===== src/hdl/lrc_pkg.sv =====
// shared constants and types for the lru lookup table cache directory
`default_nettype none
package lrc_pkg;

  localparam int unsigned MAX_ENTRIES = 8;
  localparam int unsigned KEY_BITS    = 64;

  localparam int unsigned SLOT_W = (MAX_ENTRIES > 1) ? $clog2(MAX_ENTRIES) : 1;
  localparam int unsigned CNT_W  = $clog2(MAX_ENTRIES + 1);

  localparam int unsigned IN_DATA_W  = 64;
  localparam int unsigned OUT_DATA_W = 80;

  typedef enum logic [0:0] {
    ST_IDLE,
    ST_LOOKUP
  } lrc_state_e;

endpackage
`default_nettype wire


===== src/hdl/lrc_cell.sv =====
// one directory cell: holds a tag and slot, compares, hands contents to the next cell
`default_nettype none
module lrc_cell
  import lrc_pkg::*;
(
  input  wire logic                clk_i,
  input  wire logic                rst_ni,
  input  wire logic                shift_en_i,
  input  wire logic [KEY_BITS-1:0] tag_i,
  input  wire logic [SLOT_W-1:0]   slot_i,
  input  wire logic [KEY_BITS-1:0] key_i,
  output logic      [KEY_BITS-1:0] tag_o,
  output logic      [SLOT_W-1:0]   slot_o,
  output logic                     match_o
);

  logic [KEY_BITS-1:0] tag_q;
  logic [SLOT_W-1:0]   slot_q;

  // payload only, validity is tracked by the fill count
  always_ff @(posedge clk_i or negedge rst_ni) begin
    if (!rst_ni) begin
      tag_q  <= '0;
      slot_q <= '0;
    end else if (shift_en_i) begin
      tag_q  <= tag_i;
      slot_q <= slot_i;
    end
  end

  assign tag_o   = tag_q;
  assign slot_o  = slot_q;
  assign match_o = (tag_q == key_i);

endmodule
`default_nettype wire


===== src/hdl/lru_lookup_table_cache.sv =====
// Fully associative directory with most-recently-used order.
// Input channel s_axis: tdata carries the 64-bit key tag, tuser the fill_ok
// flag. An item is taken when tvalid and tready are both high.
// Output channel m_axis: one result item per request, with hit, ok, slot,
// evicted, the hit and miss counters and the number of valid entries.
// The entries sit in a row of cells, most recent first. The accept cycle
// registers the key; the lookup state then compares the key against every
// cell, picks the frontmost match and, on a hit or a fill, shifts the row
// by one cell up to that position while the new front entry goes into cell 0.
// The result is registered, and a new request can be taken in the cycle in
// which it appears; no new request is taken while a lookup is pending.
// If the receiver stalls, the result waits in the output register; a new
// request is still taken, but its lookup holds until the register frees.
// Reset (rst_ni low, asynchronous) empties the directory and clears both
// counters; no clearing pass is needed.
`default_nettype none
module lru_lookup_table_cache
  import lrc_pkg::*;
(
  input  wire logic                  clk_i,
  input  wire logic                  rst_ni,
  input  wire logic                  s_axis_tvalid,
  output logic                       s_axis_tready,
  input  wire logic [IN_DATA_W-1:0]  s_axis_tdata,  // key_tag[63:0]
  input  wire logic [0:0]            s_axis_tuser,  // fill_ok[0]
  output logic                       m_axis_tvalid,
  input  wire logic                  m_axis_tready,
  // hit[0], ok[1], slot[4:2], evicted[5], hit_count[37:6],
  // miss_count[69:38], entries_used[73:70], zero[79:74]
  output logic      [OUT_DATA_W-1:0] m_axis_tdata
);

  lrc_state_e state_q, state_d;

  logic [KEY_BITS-1:0] key_q;
  logic                fill_q;
  logic [CNT_W-1:0]    count_q, count_d;
  logic [31:0]         hits_q, misses_q;

  logic                m_valid_q;
  logic [OUT_DATA_W-1:0] m_data_q, m_data_d;

  logic in_take, do_update;

  logic [KEY_BITS-1:0] cell_tag  [MAX_ENTRIES];
  logic [SLOT_W-1:0]   cell_slot [MAX_ENTRIES];
  logic [MAX_ENTRIES-1:0] cell_match, cell_valid, shift_en;

  logic                found;
  logic [SLOT_W-1:0]   hit_pos, hit_slot, pos;
  logic [SLOT_W-1:0]   front_slot;
  logic                full, fill_now, evict;

  // next state
  always_comb begin
    state_d = state_q;
    case (state_q)
      ST_IDLE:   if (s_axis_tvalid) state_d = ST_LOOKUP;
      ST_LOOKUP: if (do_update) state_d = ST_IDLE;
      default:   state_d = ST_IDLE;
    endcase
  end

  // state outputs
  always_comb begin
    s_axis_tready = 1'b0;
    do_update     = 1'b0;
    case (state_q)
      ST_IDLE:   s_axis_tready = 1'b1;
      ST_LOOKUP: do_update = !m_valid_q || m_axis_tready;
      default: ;
    endcase
  end

  assign in_take = s_axis_tvalid && s_axis_tready;

  // cell row
  for (genvar i = 0; i < MAX_ENTRIES; i++) begin : g_cell
    logic [KEY_BITS-1:0] up_tag;
    logic [SLOT_W-1:0]   up_slot;
    if (i == 0) begin : g_front
      assign up_tag  = key_q;
      assign up_slot = front_slot;
    end else begin : g_next
      assign up_tag  = cell_tag[i-1];
      assign up_slot = cell_slot[i-1];
    end

    assign cell_valid[i] = (CNT_W'(i) < count_q);
    assign shift_en[i]   = do_update && (fill_now || found) && (SLOT_W'(i) <= pos);

    lrc_cell u_cell (
      .clk_i      (clk_i),
      .rst_ni     (rst_ni),
      .shift_en_i (shift_en[i]),
      .tag_i      (up_tag),
      .slot_i     (up_slot),
      .key_i      (key_q),
      .tag_o      (cell_tag[i]),
      .slot_o     (cell_slot[i]),
      .match_o    (cell_match[i])
    );
  end

  // frontmost valid match
  always_comb begin
    found    = 1'b0;
    hit_pos  = '0;
    hit_slot = '0;
    for (int i = MAX_ENTRIES - 1; i >= 0; i--) begin
      if (cell_match[i] && cell_valid[i]) begin
        found    = 1'b1;
        hit_pos  = SLOT_W'(i);
        hit_slot = cell_slot[i];
      end
    end
  end

  assign full     = (count_q == CNT_W'(MAX_ENTRIES));
  assign fill_now = !found && fill_q;
  assign evict    = fill_now && full;

  always_comb begin
    if (found) begin
      pos        = hit_pos;
      front_slot = hit_slot;
    end else if (full) begin
      pos        = SLOT_W'(MAX_ENTRIES - 1);
      front_slot = cell_slot[MAX_ENTRIES-1];
    end else begin
      pos        = SLOT_W'(count_q);
      front_slot = SLOT_W'(count_q);
    end
  end

  assign count_d = (fill_now && !full) ? count_q + CNT_W'(1) : count_q;

  always_comb begin
    m_data_d        = '0;
    m_data_d[0]     = found;
    m_data_d[1]     = found || fill_q;
    m_data_d[4:2]   = (found || fill_q) ? 3'(front_slot) : 3'd0;
    m_data_d[5]     = evict;
    m_data_d[37:6]  = found ? hits_q + 32'd1 : hits_q;
    m_data_d[69:38] = found ? misses_q : misses_q + 32'd1;
    m_data_d[73:70] = 4'(count_d);
  end

  always_ff @(posedge clk_i or negedge rst_ni) begin
    if (!rst_ni) begin
      state_q   <= ST_IDLE;
      count_q   <= '0;
      hits_q    <= '0;
      misses_q  <= '0;
      m_valid_q <= 1'b0;
    end else begin
      state_q <= state_d;
      if (do_update) begin
        count_q   <= count_d;
        hits_q    <= m_data_d[37:6];
        misses_q  <= m_data_d[69:38];
        m_valid_q <= 1'b1;
      end else if (m_axis_tready) begin
        m_valid_q <= 1'b0;
      end
    end
  end

  always_ff @(posedge clk_i) begin
    if (in_take) begin
      key_q  <= s_axis_tdata[KEY_BITS-1:0];
      fill_q <= s_axis_tuser[0];
    end
    if (do_update) begin
      m_data_q <= m_data_d;
    end
  end

  assign m_axis_tvalid = m_valid_q;
  assign m_axis_tdata  = m_data_q;

endmodule
`default_nettype wire

===== config.mk =====
export PLATFORM = sky130hd
export DESIGN_NAME = lru_lookup_table_cache
export DESIGN_NICKNAME = d
export VERILOG_FILES = /design/src/hdl/lrc_pkg.sv /design/src/hdl/lrc_cell.sv /design/src/hdl/lru_lookup_table_cache.sv
export SDC_FILE = /design/constraint.sdc
export NUM_CORES = 2
export LEC_CHECK = 0
export CORE_MARGIN = 2
export CORE_UTILIZATION = 55
export CTS_BUF_LIST = sky130_fd_sc_hd__clkbuf_2 sky130_fd_sc_hd__clkbuf_4 sky130_fd_sc_hd__clkbuf_8
export CTS_CLUSTER_SIZE = 25
export DETAILED_ROUTE_END_ITERATION = 12
export DONT_BUFFER_PORTS = 1
export PLACE_DENSITY = 0.76
export SYNTH_ARGS = -nofsm -noshare
export SYNTH_HDL_FRONTEND = slang
export SYNTH_HIERARCHICAL = 1
export SYNTH_SLANG_ARGS = --single-unit
export TNS_END_PERCENT = 5

===== constraint.sdc =====
create_clock -name clk_i -period 7.5 [get_ports clk_i]
set_input_delay 0.75 -clock clk_i [delete_from_list [all_inputs] [get_ports clk_i]]
set_output_delay 0.75 -clock clk_i [all_outputs]
set_load 0.01 [all_outputs]

Word-level counts from Yosys, hierarchy flattened

Index checks and enable logic that the tools add are counted.

Bits in registers: 745
Output and inout bits: 82
Logic and storage cells: 120

Bitwise gates (word level): 1
Reduce and logical (&&, ||, !) cells: 28
$add $sub $neg: 3
Magnitude comparators: 16
Mux-type cells: 38
Equality and inequality tests: 9

Operator list:

| cell                                                          | number |
|---|---|
| == test 64 bit                                                | 8 |
| adder 32 x 1 -> 32 bit, second input constant                 | 2 |
| 2-to-1 mux 32 bit                                             | 2 |
| 2-to-1 mux 3 bit                                              | 20 |
| logical AND 1 bit                                             | 21 |
| less-than comparator 3 x 4 -> 1 bit, first input constant     | 4 |
| 2-to-1 mux 1 bit                                              | 14 |
| less-or-equal comparator 3 bit, first input constant          | 4 |
| less-than comparator 1 x 4 -> 1 bit, first input constant     | 2 |
| less-than comparator 2 x 4 -> 1 bit, first input constant     | 2 |
| less-or-equal comparator 1 x 3 -> 1 bit, first input constant | 2 |
| less-or-equal comparator 2 x 3 -> 1 bit, first input constant | 2 |
| adder 4 x 1 -> 4 bit, second input constant                   | 1 |
| == test 4 bit, second input constant                          | 1 |
| 2-to-1 mux 4 bit                                              | 1 |
| zero test 1 bit                                               | 3 |
| logical OR 1 bit                                              | 3 |
| case mux 1 bit (2 select lines)                               | 1 |
| nonzero test 2 bit                                            | 1 |
| NOT 1 bit                                                     | 1 |

Longest topological paths before layout

Depth in word-level cells: 15
Mapped depth: 15
Gate-level depth less buffers: 12

Modules after synthesis

Netlist, hierarchy kept.

By module, submodules not included:

| module                 | sequential area each (um^2) | area an instance (um^2) | cells an instance | instances |
|---|---|---|---|---|
| lrc_cell               | 1,676.6                     | 3,164.3                 | 226               | 8 |
| lru_lookup_table_cache | 5,925.7                     | 9,172.5                 | 724               | 1 |

Worst setup path after synthesis

No wires, ideal clock.

Path type: input port to flip-flop
From: input port s_axis_tvalid
To: register fill_q, enable pin
Path buffers: 0
Stages on the path: 1
Library setup time: 0.496 ns
Required time: 7.004 ns
Arrival time: 3.607 ns
Path slack: 3.397 ns
Cells stage by stage: nor2b_1

Word-level cells in the longest chain between the ends: 1

Ends and longest elaborated chain:

| what                 | RTL line                      | text |
|---|---|---|
| from (decl)          | lru_lookup_table_cache.sv:22  | `input wire logic s_axis_tvalid,` |
| logical AND 1 bit    | lru_lookup_table_cache.sv:75  | `assign in_take = s_axis_tvalid && s_axis_tready;` |
| to (signal assigned) | lru_lookup_table_cache.sv:172 | `fill_q <= s_axis_tuser[0];` |
| to (decl)            | lru_lookup_table_cache.sv:36  | `logic fill_q;` |

No other way between the ends.
A chain may end at the register's enable or synchronous reset.

Worst setup path after layout

From: register key_q[2] (netlist: g_cell[0].up_tag[2])
To: register g_cell[0].u_cell.tag_q[39]

Elaborated cells between the ends (all ways): 39
Those cells by class: order compare (1); eq/ne (8); mux (17); reduce/logical (13)

RTL lines:

| what                                                                                            | RTL line                      | text |
|---|---|---|
| from (decl)                                                                                     | lru_lookup_table_cache.sv:35  | `logic [KEY_BITS-1:0] key_q;` |
| from (signal assigned)                                                                          | lru_lookup_table_cache.sv:171 | `key_q <= s_axis_tdata[KEY_BITS-1:0];` |
| == test 64 bit (*)                                                                              | lrc_cell.sv:33                | `assign match_o = (tag_q == key_i);` |
| net cell_match[1]                                                                               | lru_lookup_table_cache.sv:47  | `logic [MAX_ENTRIES-1:0] cell_match, cell_valid, shift_en;` |
| logical AND 1 bit (*)                                                                           | lru_lookup_table_cache.sv:111 | `if (cell_match[i] && cell_valid[i]) begin` |
| parallel branches: the longest is 6 deep, another holds less-or-equal comparator 1 x 3 -> 1 bit | n/a                           |  |
| logical AND 1 bit (*)                                                                           | lru_lookup_table_cache.sv:90  | `assign shift_en[i] = do_update && (fill_now \|\| found) && (SLOT_W'(i) <= pos);` |
| net shift_en[0]                                                                                 | lru_lookup_table_cache.sv:47  |  |
| to (signal assigned)                                                                            | lrc_cell.sv:26                | `tag_q <= tag_i;` |
| to (decl)                                                                                       | lrc_cell.sv:17                | `logic [KEY_BITS-1:0] tag_q;` |

Mark *: on every way through the listed nets, which the timed path passes.

==> results.md <==
- The flow ran to the end, but the final reports show violations.
- The final reports fail on negative hold slack, max-slew violations.
- The global-route usage over all layers is 0.2236.
- CTS built an H-tree with a depth of 3.
- The internal portion of the total power is 10.07 mW.
- Data on the critical path is required at its endpoint by 8.08 ns.
- The startpoint type of the worst setup path is a register.
- The vertical die dimension is 254.4 um.
- The initial utilization of the core area, before any placement, comes to 0.5578.
- The cell count after synthesis is 2,532.
- The total area of sequential cells is 19,340 sq um.
- The critical path is of the reg -> reg type.
- The number of global-route vias before repair was 20,840.
- Entering global routing, the biggest net connects 607 pins.
- The max-capacitance violation count is 0.
- Of the total power, the share spent switching nets is 0.3228.
- The post-synthesis async set-or-reset flop share is 0.8134.
- After detailed routing, the average wire length per cell comes to 20.06 um.
- The most repeated cell in the gate-level netlist after synthesis is dfrtp_1.
- The part of the total power dissipated in the clock network is 0.258.
- The first-pass GRT wire length is 114,500 um.
- In the final layout, the share of cells above drive strength 1 is 0.2993.
- The predominant post-synthesis flop cell is dfrtp_1.
- The worst IR drop on VDD is 0.2431 mV.
- The synthesized netlist occupies a cell area of 34,490 sq um.
- The worst pin sits at a relative slew slack of -0.2085.
- Across all layers, the routed design uses 19,658 vias.
- Derived from the worst setup path, the maximum achievable clock frequency is 171.2 MHz.
- Summing all multi-input logic gate instances after layout gives 14,670 sq um.
- Global routing finished with a remaining overflow of 0.
- Of all nets on the critical path, the largest fanout is 50.
- The number of gates given a new drive strength after cts is 0.
- The total of buffers placed on input and output ports is 0.
- The number of endpoints with negative hold slack in the final report is 279.
- For the finished layout, the period the worst path requires is 5.841 ns.
- The transition at the pin with the smallest max-transition slack is 1.813 ns.
- In the final design database the tool counted 2,649 nets.
- For the final database, setup skew stands at 0.05674 ns.
- TritonCTS built the clock tree.
- The cell type with the largest total area after synthesis is dfrtp_1.
- After detailed routing, the number of remaining DRC violations is 0.
- In this run the power density over the cells is 391.3 nW/um^2.
- The register bit count reported by yosys is 745.
- 151 I/O pins were placed.
- Summed over all failing endpoints, the final setup total negative slack is 0 ns.
- For this design the total switching power over the nets is 4.799 mW.
- The register share of total power is 0.489.
- Power comes to 14.87 mW.
- The data arrival time of the worst path is 6.42 ns.
- The die covers 64,720 sq um.
- The total routed wirelength is 70,670 um.
- Of the total power, combinational logic draws 0.253.
- The clock buffer count from CTS is 118.
- For this design the static power due to leakage is 16.93 nW.
- The total half-perimeter wirelength after legalization and detailed placement is 46,520 um.
- Dividing the synthesized area by the synthesized cell count gives 13.62 sq um.
- The number of slew-limit violations in the final report was 197.
- The share of the synthesized area in the top cell type is 0.4397.
- By area the synthesized netlist is led by dfrtp_1 44%, mux2_2 18%, xor2_1 15%.
- The floorplan has 91 rows.
- Relative to the synthesized area, the layout overhead comes to 10.16%.
- The final count of negative-setup-slack endpoints is 0.
- The final hold slack is -0.2287 ns.
- The count of filler cells inserted in the layout is 4,641.
- CTS saw 745 sinks.
- After detailed routing, the number of vias per cell comes to 5.580.
- In this run the standard cell core region covers 61,830 sq um.
- The post-route antenna net violation count is 0.
- The number of antenna violations at the first check in global routing is 5.
- The commonest cells after synthesis are 606 x dfrtp_1, 584 x xor2_1, 542 x mux2_2.
- The worst setup path is captured at a register.
- In this run the deepest clock path goes through 3 buffers.
- In the finished design, the share of the clock period the worst path needs comes to 0.7787.
- After the first detailed-routing iteration, the DRC count stood at 1,313.
- At the end of routability-driven placement, the weighted congestion stood at 0.9999.
- The register area share after synthesis is 0.5608.
- The path class of the tightest hold or removal check is in -> async.
- The number of flops mapped to enable cells by yosys is 139.
- Clock-pin slew was measured on the worst setup and hold paths at 0.06 ns.
- For this run, the detailed router's first-pass iteration total came to 5.
- The root buffer cell is clkbuf_8.
- Setup repair after global routing left no endpoint under its margin.
- During synthesis, Yosys emitted a total of 6 warnings.
- Measured along the x axis, the die boundary spans 254.4 um.
- The number of setup buffers added after CTS is 0.
- The number of different library cells in the post-synthesis netlist is 58.
- At the later pin of the worst-skew pair, clock insertion delay measures 0.74 ns.
critical path: stages (launching register included):
cell and delay, ns:
edfxtp_1 0.59, xor2_1 0.25, nor4_1 0.09, nand4_1 0.26
nor4_2 0.10, o31a_1 0.22, a21o_1 0.27, nor4_4 0.27
buf_4 0.30, inv_4 0.15, o21ai_0 0.92, clkinv_2 1.30
buf_4 0.61, mux2_2 0.31
power groups by stage:
stage | logic (mW) | registers [mW] | clock network, mW
global placement | 3.62 | 7.27 | 0
detailed placement | 3.75 | 7.35 | 0
finish | 3.76 | 7.27 | 3.84
global route | 4.12 | 7.50 | 4.11
CTS | 3.78 | 7.29 | 3.93
floorplan | 3.13 | 6.88 | 0
cell usage in the layout (no fill, tap or decap), drive strengths merged, types with 3 or more instances in the layout:
master / Yosys / final
o31ai: 3 / 3
dfrtp: 606 / 606
edfxtp: 139 / 139
inv: 17 / 16
mux2: 542 / 542
or4: 3 / 3
o21ai: 5 / 5
nand3: 38 / 38
clkbuf: 17 / 187
ha: 4 / 4
nand2b: 4 / 4
and3: 14 / 14
diode: 0 / 6
o211ai: 3 / 3
nor4: 155 / 155
nor3: 37 / 37
and2: 5 / 5
buf: 80 / 16
xnor2: 56 / 56
mux2i: 4 / 4
xor2: 584 / 584
nor2: 60 / 60
or3: 4 / 4
clkinvlp: 0 / 3
clkinv: 0 / 28
nand2: 61 / 61
a21oi: 11 / 11
conb: 1 / 6
and4: 7 / 7
a21o: 3 / 3
bufinv: 0 / 7
nand4: 44 / 44
layer usage:
layer | global-route usage | share of wire | vias to the layer above | routed length (um)
li1 | - | - | 9065 | -
met1 | 0.3023 | 0.44 | 10033 | 31400
met2 | 0.3663 | 0.48 | 451 | 34200
met3 | 0.04185 | 0.050 | 107 | 3549
met4 | 0.07311 | 0.021 | 2 | 1507
met5 | 0 | 0.00011 | - | 8
path summary, 6_finish.rpt:
check | start | end | slack (ns) | cells after the start
worst min-delay path | rst_ni | g_cell[7].u_cell/tag_o[45]$_DFFE_PN0P_ | -0.23 | 0
worst min register to register | hits_q[31]$_DFFE_PN0P_ | hits_q[31]$_DFFE_PN0P_ | 0.49 | 1
min in group clk_i | s_axis_tdata[19] | g_cell[0].up_tag[19]$_DFFE_PP_ | 0.10 | 0
worst max-delay path | g_cell[0].up_tag[2]$_DFFE_PP_ | g_cell[0].u_cell/tag_o[39]$_DFFE_PN0P_ | 1.66 | 13
max in group asynchronous | rst_ni | g_cell[1].u_cell/tag_o[40]$_DFFE_PN0P_ | 6.33 | 0
worst max register to register | g_cell[0].up_tag[2]$_DFFE_PP_ | g_cell[0].u_cell/tag_o[39]$_DFFE_PN0P_ | 1.66 | 13
logic make-up after synthesis:
kind of cell / count (synthesis) / synth area share
and+or+nand+nor: 439 / 0.07184
other: 1 / 0.0001087
buffers and inverters: 114 / 0.01615
AOI/OAI and AO/OA: 43 / 0.009034
muxes: 546 / 0.1781
xor gates and xnor gates: 640 / 0.1625
adders and majority gates: 4 / 0.001451
DFF: 745 / 0.5608
flip-flops by register name, summed over array words and instances (netlist names):
signal,cells
misses_q,32
m_axis_tvalid,1
g_cell.u_cell/slot_o,24
fill_q,1
state_q,1
hits_q,32
g_cell.up_tag,64
g_cell.u_cell/tag_o,512
m_axis_tdata,74
count_q,4
through the flow:
step / area [sq um] / setup WS (ns) / instances / hold slack [ns] / utilization
6_report: 37990 / 1.659 / 3523 / -0.2287 / 0.6145
3_3_place_gp: 35260 / 1.936 / 3293 / 0.4741 / 0.5704
5_1_grt: 37980 / 1.340 / 3519 / -0.2542 / 0.6143
4_1_cts: 37980 / 1.690 / 3517 / -0.3012 / 0.6143
3_5_place_dp: 35260 / 1.738 / 3293 / 0.4751 / 0.5704
2_1_floorplan: 34510 / 3.397 / 2537 / 0.4544 / -
cell type report:
type,count,share of cell area
diodes,6,0.0003952
multi-input cells,1678,0.3862
repair buffers,16,0.003491
clock buffers,187,0.06149
inverters,17,0.001844
flip-flops and latches,745,0.5090
well taps,837,0.02757
clock inverters,37,0.009946
(Power assumes the default switching activity.)
